===== src/hdl/ansi_escape_key_decoder_assert.svh =====
// assertion macros for the terminal key decoder
// expects clk and rst_n in the scope of each use
`ifndef ANSI_ESCAPE_KEY_DECODER_ASSERT_SVH
`define ANSI_ESCAPE_KEY_DECODER_ASSERT_SVH

// same-cycle implication, disabled in reset
`define AKD_ASSERT_IMP(lbl, ante, cons, msg) \
  lbl: assert property (@(posedge clk) disable iff (!rst_n) (ante) |-> (cons)) \
    else $error(msg);

// next-cycle implication, disabled in reset
`define AKD_ASSERT_NXT(lbl, ante, cons, msg) \
  lbl: assert property (@(posedge clk) disable iff (!rst_n) (ante) |=> (cons)) \
    else $error(msg);

`endif


===== src/hdl/akd_pkg.sv =====
// shared constants and types for the terminal key decoder
// no dependencies
`timescale 1ns / 1ps
`default_nettype none

package akd_pkg;

  localparam int ByteW         = 8;
  localparam int ParamDepthDef = 16;

  localparam logic [ByteW-1:0] ChrBs        = 8'h08;
  localparam logic [ByteW-1:0] ChrCr        = 8'h0d;
  localparam logic [ByteW-1:0] ChrEsc       = 8'h1b;
  localparam logic [ByteW-1:0] ChrDel       = 8'h7f;
  localparam logic [ByteW-1:0] ChrCsi       = 8'h5b;  // '['
  localparam logic [ByteW-1:0] ChrTilde     = 8'h7e;
  localparam logic [ByteW-1:0] ParamLo      = 8'h30;
  localparam logic [ByteW-1:0] ParamHi      = 8'h3f;
  localparam logic [ByteW-1:0] InterLo      = 8'h20;
  localparam logic [ByteW-1:0] InterHi      = 8'h2f;

  typedef logic [ByteW-1:0] byte_t;

  typedef enum logic [ByteW-1:0] {
    KEY_BACK   = 8'd0,
    KEY_RETURN = 8'd1,
    KEY_DELETE = 8'd2,
    KEY_ESCAPE = 8'd3,
    KEY_UP     = 8'd4,
    KEY_DOWN   = 8'd5,
    KEY_RIGHT  = 8'd6,
    KEY_LEFT   = 8'd7,
    KEY_HOME   = 8'd8,
    KEY_END    = 8'd9,
    KEY_PGUP   = 8'd10,
    KEY_PGDN   = 8'd11
  } key_code_t;

endpackage

`default_nettype wire


===== src/hdl/akd_if.sv =====
// valid/ready channels for the terminal key decoder: received bytes in, key events out
// depends on akd_pkg
`timescale 1ns / 1ps
`default_nettype none

interface akd_in_if import akd_pkg::*; ();
  logic  valid;
  logic  ready;
  byte_t in_byte;

  modport source (output valid, output in_byte, input ready);
  modport sink   (input valid, input in_byte, output ready);
endinterface

interface akd_out_if import akd_pkg::*; ();
  logic  valid;
  logic  ready;
  logic  is_named_key;
  byte_t key_value;

  modport source (output valid, output is_named_key, output key_value, input ready);
  modport sink   (input valid, input is_named_key, input key_value, output ready);
endinterface

`default_nettype wire


===== src/hdl/ansi_escape_key_decoder.sv =====
// terminal key decoder: escape sequence parser with a registered key word output
// output: a key word is valid on the cycle after its last byte is accepted
// throughput: one byte per cycle unless the held word stalls; output refills as it drains
// reset (synchronous, rst_n low): parser to ground, parameter count and lead byte cleared,
// output register emptied
// depends on akd_pkg, akd_if and ansi_escape_key_decoder_assert.svh
`timescale 1ns / 1ps
`default_nettype none

`include "ansi_escape_key_decoder_assert.svh"

module ansi_escape_key_decoder import akd_pkg::*; #(
  parameter int PARAM_DEPTH = ParamDepthDef
) (
  input  wire        clk,
  input  wire        rst_n,
  akd_in_if.sink     in_chan,
  akd_out_if.source  out_chan
);

  localparam int LenW = $clog2(PARAM_DEPTH);
  localparam logic [LenW-1:0] LenMax = LenW'(PARAM_DEPTH - 1);
  localparam logic [LenW-1:0] LenOne = LenW'(1);

  typedef enum logic [2:0] {
    MODE_GROUND,
    MODE_ESC,
    MODE_SWALLOW,
    MODE_PARAM,
    MODE_INTER
  } mode_t;

  mode_t            mode_r, mode_nxt;
  logic [LenW-1:0]  len_r, len_nxt;
  byte_t            lead_r, lead_nxt;
  logic             out_valid_r, out_valid_nxt;
  logic             out_named_r, out_named_nxt;
  byte_t            out_value_r, out_value_nxt;

  logic   in_acc;
  byte_t  b;
  logic   is_param, is_inter;
  logic   fin_hit;
  byte_t  fin_code;
  logic   emit;
  logic   emit_named;
  byte_t  emit_value;

  assign b        = in_chan.in_byte;
  assign in_chan.ready = !out_valid_r || out_chan.ready;
  assign in_acc   = in_chan.valid && in_chan.ready;
  assign is_param = (b >= ParamLo) && (b <= ParamHi);
  assign is_inter = (b >= InterLo) && (b <= InterHi);

  // final byte decode of a control sequence
  always_comb begin
    fin_hit  = 1'b1;
    fin_code = KEY_UP;
    case (b)
      8'h41: fin_code = KEY_UP;
      8'h42: fin_code = KEY_DOWN;
      8'h43: fin_code = KEY_RIGHT;
      8'h44: fin_code = KEY_LEFT;
      ChrTilde: begin
        fin_hit = (len_r == LenOne);
        case (lead_r)
          8'h31:   fin_code = KEY_HOME;
          8'h34:   fin_code = KEY_END;
          8'h35:   fin_code = KEY_PGUP;
          8'h36:   fin_code = KEY_PGDN;
          default: fin_hit  = 1'b0;
        endcase
      end
      default: fin_hit = 1'b0;
    endcase
  end

  always_comb begin
    mode_nxt   = mode_r;
    len_nxt    = len_r;
    lead_nxt   = lead_r;
    emit       = 1'b0;
    emit_named = 1'b1;
    emit_value = b;
    case (mode_r)
      MODE_GROUND: begin
        case (b)
          ChrBs:   begin emit = 1'b1; emit_value = KEY_BACK;   end
          ChrCr:   begin emit = 1'b1; emit_value = KEY_RETURN; end
          ChrDel:  begin emit = 1'b1; emit_value = KEY_DELETE; end
          ChrEsc:  mode_nxt = MODE_ESC;
          default: begin emit = 1'b1; emit_named = 1'b0; end
        endcase
      end
      MODE_ESC: begin
        if (b == ChrEsc) begin
          mode_nxt   = MODE_GROUND;
          emit       = 1'b1;
          emit_value = KEY_ESCAPE;
        end else if (b == ChrCsi) begin
          mode_nxt = MODE_PARAM;
          len_nxt  = '0;
          lead_nxt = '0;
        end else if (b inside {8'h4e, 8'h4f, 8'h50, 8'h5c, 8'h5d, 8'h58, 8'h5e, 8'h5f}) begin
          // one-byte introducers: the next byte is dropped
          mode_nxt = MODE_SWALLOW;
        end else begin
          mode_nxt = MODE_GROUND;
        end
      end
      MODE_SWALLOW: mode_nxt = MODE_GROUND;
      MODE_PARAM: begin
        if (is_param) begin
          if (len_r < LenMax) begin
            if (len_r == '0) lead_nxt = b;
            len_nxt = len_r + LenOne;
          end
        end else if (is_inter) begin
          mode_nxt = MODE_INTER;
        end else begin
          mode_nxt   = MODE_GROUND;
          emit       = fin_hit;
          emit_value = fin_code;
        end
      end
      MODE_INTER: begin
        if (!is_inter) begin
          mode_nxt   = MODE_GROUND;
          emit       = fin_hit;
          emit_value = fin_code;
        end
      end
      default: mode_nxt = MODE_GROUND;
    endcase
  end

  always_comb begin
    out_valid_nxt = out_valid_r && !out_chan.ready;
    out_named_nxt = out_named_r;
    out_value_nxt = out_value_r;
    if (in_acc && emit) begin
      out_valid_nxt = 1'b1;
      out_named_nxt = emit_named;
      out_value_nxt = emit_value;
    end
  end

  always_ff @(posedge clk) begin
    if (!rst_n) begin
      mode_r      <= MODE_GROUND;
      len_r       <= '0;
      lead_r      <= '0;
      out_valid_r <= 1'b0;
    end else begin
      if (in_acc) begin
        mode_r <= mode_nxt;
        len_r  <= len_nxt;
        lead_r <= lead_nxt;
      end
      out_valid_r <= out_valid_nxt;
    end
    out_named_r <= out_named_nxt;
    out_value_r <= out_value_nxt;
  end

  assign out_chan.valid        = out_valid_r;
  assign out_chan.is_named_key = out_named_r;
  assign out_chan.key_value    = out_value_r;

  `AKD_ASSERT_IMP(a_len_bound, 1'b1, len_r <= LenMax, "parameter count past its limit")
  `AKD_ASSERT_IMP(a_lead_empty, len_r == '0, lead_r == '0, "lead byte set with no parameter")
  `AKD_ASSERT_NXT(a_ground_emits, in_acc && mode_r == MODE_GROUND && b != ChrEsc,
                  out_valid_r, "ground byte produced no word")
  `AKD_ASSERT_NXT(a_swallow_ret, in_acc && mode_r == MODE_SWALLOW, mode_r == MODE_GROUND,
                  "swallow did not return to ground")
  `AKD_ASSERT_IMP(a_key_range, out_valid_r && out_named_r, out_value_r <= KEY_PGDN,
                  "named key code out of range")

endmodule

`default_nettype wire

===== src/flat_wrapper.sv =====
// flat-port wrapper written by rule: the top's interface ports become plain ports
module ansi_escape_key_decoder_flat import akd_pkg::*;
#(
  parameter int PARAM_DEPTH = ParamDepthDef
)
  (clk, rst_n, in_chan_valid, in_chan_in_byte, in_chan_ready, out_chan_valid, out_chan_is_named_key, out_chan_key_value, out_chan_ready);
  akd_in_if in_chan_i ();
  akd_out_if out_chan_i ();
  input  wire clk;
  input  wire rst_n;
  input wire logic [$bits(in_chan_i.valid)-1:0] in_chan_valid;
  input wire logic [$bits(in_chan_i.in_byte)-1:0] in_chan_in_byte;
  output wire logic [$bits(in_chan_i.ready)-1:0] in_chan_ready;
  output wire logic [$bits(out_chan_i.valid)-1:0] out_chan_valid;
  output wire logic [$bits(out_chan_i.is_named_key)-1:0] out_chan_is_named_key;
  output wire logic [$bits(out_chan_i.key_value)-1:0] out_chan_key_value;
  input wire logic [$bits(out_chan_i.ready)-1:0] out_chan_ready;
  assign in_chan_i.valid = in_chan_valid;
  assign in_chan_i.in_byte = in_chan_in_byte;
  assign in_chan_ready = in_chan_i.ready;
  assign out_chan_valid = out_chan_i.valid;
  assign out_chan_is_named_key = out_chan_i.is_named_key;
  assign out_chan_key_value = out_chan_i.key_value;
  assign out_chan_i.ready = out_chan_ready;
  ansi_escape_key_decoder #(.PARAM_DEPTH(PARAM_DEPTH)) u_core (.clk(clk), .rst_n(rst_n), .in_chan(in_chan_i), .out_chan(out_chan_i));
endmodule

===== config.mk =====
export PLATFORM = sky130hd
export DESIGN_NAME = ansi_escape_key_decoder_flat
export DESIGN_NICKNAME = d
export VERILOG_FILES = /design/src/hdl/akd_pkg.sv /design/src/hdl/akd_if.sv /design/src/hdl/ansi_escape_key_decoder.sv /design/src/flat_wrapper.sv
export VERILOG_INCLUDE_DIRS = /design/src /design/src/hdl
export SDC_FILE = /design/constraint.sdc
export NUM_CORES = 1
export LEC_CHECK = 0
export ABC_AREA = 1
export BUFFER_PORTS_ARGS = -buffer_cell sky130_fd_sc_hd__buf_2
export CAP_MARGIN = 10
export CORE_MARGIN = 2
export CORE_UTILIZATION = 35
export CTS_BUF_LIST = sky130_fd_sc_hd__clkbuf_8
export CTS_CLUSTER_DIAMETER = 120
export DETAILED_ROUTE_END_ITERATION = 7
export SETUP_SLACK_MARGIN = 0.05
export SKIP_LAST_GASP = 1
export SYNTH_ARGS = -nofsm -noshare
export SYNTH_HDL_FRONTEND = slang
export SYNTH_SLANG_ARGS = --single-unit

===== constraint.sdc =====
create_clock -name clk -period 1.98 [get_ports clk]
set_input_delay 0.198 -clock clk [delete_from_list [all_inputs] [get_ports clk]]
set_output_delay 0.198 -clock clk [all_outputs]
set_load 0.02 [all_outputs]

# == Word level (Yosys, flattened, before mapping) ==
# Cells that the tools add are included.
# word_totals
output_inout_bits,11
mem_bits_rw,0
rom_bits,0
memories,0
latch_bits,0
ff_bits,25
# op_classes
bitwise,0
multipliers,0
order_cmp,5
shifts,0
eq_ne,34
div,0
n_mux,35
reduce_logical,18
n_addsub,1
# ops
operator,count
"== test 8 x 7 -> 1 bit, second input constant",15
2-to-1 mux 8 bit,8
case mux 8 bit (4 select lines),2
"== test 8 x 6 -> 1 bit, second input constant",4
case mux 8 bit (3 select lines),1
2-to-1 mux 3 bit,6
"== test 8 x 4 -> 1 bit, second input constant",2
"greater-or-equal comparator 8 x 6 -> 1 bit, second input constant",2
"<= comparator 8 x 6 -> 1 bit, second input constant",2
2-to-1 mux 4 bit,4
case mux 4 bit (4 select lines),1
case mux 8 bit (2 select lines),1
case mux 3 bit (4 select lines),1
OR reduction 4 bit,3
"!= test 2 x 1 -> 1 bit, second input constant",5
"== test 8 x 5 -> 1 bit, second input constant",1
case mux 4 bit (2 select lines),1
nonzero test 8 bit,1
2-to-1 mux 1 bit,7
AND reduction 7 bit,1
"!= test 2 bit, second input constant",3
AND reduction 6 bit,1
logical AND 1 bit,5
"adder 4 x 1 -> 4 bit, second input constant",1
other kinds (14),15

# == Logic depth before layout (Yosys ltp) ==
# depth
word_depth,9
ltp_mapped,12

# == Worst setup path before layout ==
# OpenSTA, ideal clock, no wires.
# synth_timing
kind,flip-flop to flip-flop
startpoint,register u_core.mode_r[1]
endpoint,register u_core.out_named_r (netlist: u_core.out_chan.is_named_key) (enable)
arrival_ns,1.281
setup_slack_ns,0.370
setup_time_ns,0.329
stages_incl_launch_ff,11
cell_sequence,dfxtp_1 > nand2_1 > nor2_4 > nand2_1 > nand2_1 > inv_1 > nor2_1 > nand2_1 > nand2_1 > nand2_1 > inv_1
# synth_between
elab_chain_len,3
# synth_rtl
item,line,text
start: declaration,ansi_escape_key_decoder.sv:33,"mode_t mode_r, mode_nxt;"
start signal: assignment,ansi_escape_key_decoder.sv:156,mode_r <= mode_nxt;
== test 3 bit (tied with other cells),ansi_escape_key_decoder.sv:85,case (mode_r)
case mux 1 bit (4 select lines) *,ansi_escape_key_decoder.sv:85,
logical AND 1 bit *,ansi_escape_key_decoder.sv:141,if (in_acc && emit) begin
end signal: assignment,ansi_escape_key_decoder.sv:162,out_named_r <= out_named_nxt;
end: declaration,ansi_escape_key_decoder.sv:37,"logic out_named_r, out_named_nxt;"
# Mark *: on every way between the ends. The rest lies on a longest branch, timed or not.
# A chain may end at the register's enable or synchronous reset.

# == Final worst setup path ==
# layout_timing
startpoint,register u_core.mode_r[1]
endpoint,register u_core.out_value_r[1] (netlist: u_core.out_chan.key_value[1]) (enable)
# layout_between
elab_chain_len,3
# layout_rtl
item,line,text
== test 3 bit (tied with other cells),ansi_escape_key_decoder.sv:85,
case mux 1 bit (4 select lines) *,ansi_escape_key_decoder.sv:85,
logical AND 1 bit *,ansi_escape_key_decoder.sv:141,
end signal: assignment,ansi_escape_key_decoder.sv:163,out_value_r <= out_value_nxt;
end: declaration,ansi_escape_key_decoder.sv:38,"byte_t out_value_r, out_value_nxt;"
# Marked as above.

==> results by group <==
Drt
  • Drt first pass iters: 4
  • Post-Route WL: between 3000 and 4000 µm
  • Wire length per cell: 12.15 µm
  • Met3 wire length: 247 µm
  • Vias: 1606
  • Final ANT Viol Nets: 0
  • Via/cell ratio: around 5.0
  • WL met2: ~1800 µm
  • Drt drc: 0
  • Top routing layer in use: met4
  • Wl on met1: around 1800 µm
  • Initial DRC Count: 169

Worst setup path
  • Endpoint class of the critical path: flop
  • WP data required: about 2000 ps
  • Slowest-stage cell, CP: dfxtp_1
  • Critical Path End: u_core.out_chan.key_value[1]
  • Crit path launch: u_core.mode_r[1]
  • Startpoint Class: flop
  • CP Depth: 10
  • Delay-heaviest family, CP: simple AND/OR/NAND/NOR gates
  • Crit path top cell by count: nand2_1
  • R2R Path Start: u_core.mode_r[1]
  • CP Max Fanout: 6
  • Arr. time, crit path: 1770 ps
  • CP peak stage delay: 390 ps
  • RR Endpoint: u_core.out_chan.key_value[1]
  • Reg2reg path depth: 10
  • CP Buf/Inv Count: 2
  • Kind of critical path: flop to flop
  • Critical-path cell list: nand2_1 -> nor2_4 -> nand2_1 -> nand2_1 -> inv_1 -> nor2_1 -> nand2_1 -> nand2_1 -> nand2_1 -> clkinvlp_4
  • Reg2Reg Setup Slack: 190 ps

STA
  • Final hold viol count: 0
  • Tcrit/Tclk final: 90.34%
  • Relative slew slack: 72.24%
  • TNS Setup: 0 ps
  • Minimum clock period: 1789 ps
  • Worst-Margin Slew: around 410 ps
  • Layout Skew: 1.200 ps
  • RSZ-0062 raised after global routing: false
  • Fmax: 0.5591 GHz
  • Final setup viols: 0
  • Final Max Slew Viols: 0

Power and ir drop
  • Peak supply drop: between 0.2 and 0.3 mV
  • Lkg Pwr: 0.8802 nW
  • Power per cell area: 609.8 mW/mm²
  • Pwr Total: 1.156 mW

Final layout
  • Layout area overhead: 16.27%
  • Commonest non-fill, non-tap cell in the layout: nand2_1
  • Nets: 288
  • Antenna cells: 0
  • Layout cells sized above 1: around a fifth
  • Filler cell count: 467
  • Most frequent cells in the layout: nand2_1, nor2_1, inv_1

Global route
  • Largest net degree at the start of global routing: 14
  • First-pass GRT wire length: ~6700 µm
  • Gr usage total: 16.05%
  • Total gr overflow: 0
  • Initial antenna violation count: 0
  • Number of global-route vias before repair: 1460

Floorplanning
  • I/O pin total: 23
  • Area of the die: approximately 0.0052 mm²
  • Die Width: just over 70 µm
  • Core ar.: 0.004414 mm²
  • Die Y-Extent: 72.25 µm
  • Initial Utilization: 36.93%
  • Row count: 24

Synthesis
  • Syn Nets: 256
  • Syn Area/Cell: 6.765 µm²
  • Sequential fraction of the synthesis area: a little over a third
  • Top cell type by total area after synthesis: dfxtp_1
  • Synth warn: 0
  • Seq cells post-synth: 25
  • Syn Inst Count: 241
  • Library cells used by synthesis: 30
  • Share of the synthesized area in the top cell type: 19.65%
  • Synthesized cell area: 0.001630 mm²
  • Synth top area cells: dfxtp_1, edfxtp_1, nand2_1

Clock tree
  • Worst skew pair latency: 270 ps
  • CTS Buffer Depth: 2
  • Num CTS Buffers: 3
  • Clk sinks: 25
  • Clk root buf: clkbuf_8
  • CTS tree: done
  • H-tree depth: 1
  • Worst-path clk slew: 90 ps
  • Hold buffers post-CTS: 0

Worst hold path
  • Hold Crit Class: input port to flop
  • Hold_sp: out_chan_ready

Placement
  • Gpl congestion: 0.9583
  • PortBufs: 22
  • Post-DP HPWL: 3114 µm

Run
  • # Max-Cap Violations: 0

Status
  • Status: completed
==> power breakdown <==
part	switching, mW	internal, mW
sequential	0.0144	0.577
combinational	0.182	0.0833
clock	0.160	0.139
==> what timing repair did <==
item	4_1_cts	5_1_grt
setup buffers	0	3
endpoints found under the setup margin	0	9
resized for setup	0	3
==> cell families after synthesis <==
kind of cell             share of synthesized area, %
AND/OR/NAND/NOR                                 35.38
flip-flops                                      36.22
adder cells (fa/ha/maj)                         2.303
AO/OA/AOI/OAI                                   14.35
buffers and inverters                           10.67
XOR/XNOR                                        1.075
==> flip-flops by register name, summed over array words and instances, names as in the netlist <==
name / cells
u_core.len_r: 4
u_core.out_chan.valid: 1
u_core.out_chan.key_value: 8
u_core.lead_r: 8
u_core.out_chan.is_named_key: 1
u_core.mode_r: 3
==> per-stage QoR <==
stage / hold slack (ps) / cells / utilization (%) / cell area (µm²) / worst slack (ps)
3_3_place_gp: 433.6 / 316 / 41.04 / 1812 / 141.6
5_1_grt: 236.3 / 324 / 42.94 / 1896 / 51.11
4_1_cts: 212.2 / 320 / 42.06 / 1857 / 87.68
2_1_floorplan: 333.7 / 241 / - / 1630 / 369.9
3_5_place_dp: 438.5 / 316 / 41.04 / 1812 / 101.1
6_report: 207.7 / 324 / 42.94 / 1896 / 191.3
==> how the worst min path moves through the flow <==
| stage | slack, ps | endpoint | cells past startpoint |
|---|---|---|---|
| 2_1_floorplan | 330 | u_core.mode_r[0] | 2 |
| 3_3_place_gp | 430 | u_core.lead_r[4] | 2 |
| 3_5_place_dp | 440 | u_core.lead_r[4] | 2 |
| 4_1_cts | 210 | u_core.out_chan.valid | 4 |
| 5_1_grt | 240 | u_core.lead_r[0] | 3 |
| 6_report | 210 | u_core.out_chan.valid | 4 |
==> cells in the mapped netlist <==
library cell / number
nand2_1: 47
nor2_1: 39
inv_1: 37
a21oi_1: 19
dfxtp_1: 16
nand3_1: 15
o21ai_0: 14
edfxtp_1: 9
nor3_1: 7
inv_2: 5
nand4_1: 4
nor2_4: 4
ha_1: 3
nand2_2: 3
nand3_2: 2
o22ai_1: 2
xor2_1: 2
a211oi_1: 1
a21boi_0: 1
a22o_1: 1
buf_6: 1
clkbuf_2: 1
nand2_4: 1
nor2_2: 1
nor3_2: 1
nor3b_1: 1
o21ai_2: 1
o21bai_1: 1
o311ai_0: 1
o31ai_1: 1
==> per-layer routing <==
layer / global-route usage (%) / up-vias
met1: 21.30 / 714
met2: 27.83 / 47
met5: 0 / -
met3: 2.361 / 4
met4: 3.145 / 0
li1: - / 841
==> cell type report <==
cell class / instances / area, µm² / area share [%]
inverters: 42 / 161.4 / 8.515
repair buffers: 28 / 155.1 / 8.185
flip-flops and latches: 25 / 590.6 / 31.16
multi-input cells: 172 / 870.8 / 45.94
well taps: 52 / 65.06 / 3.432
clock inverters: 1 / 3.754 / 0.1980
clock buffers: 3 / 41.29 / 2.178
repair inverters: 1 / 7.507 / 0.3960
==> worst min-delay path, stage by stage <==
cell     delay (ps)
buf_2            70
inv_1            40
nand2_1          60
a21oi_1          60
No activity file was read; power rests on OpenSTA's default activity.
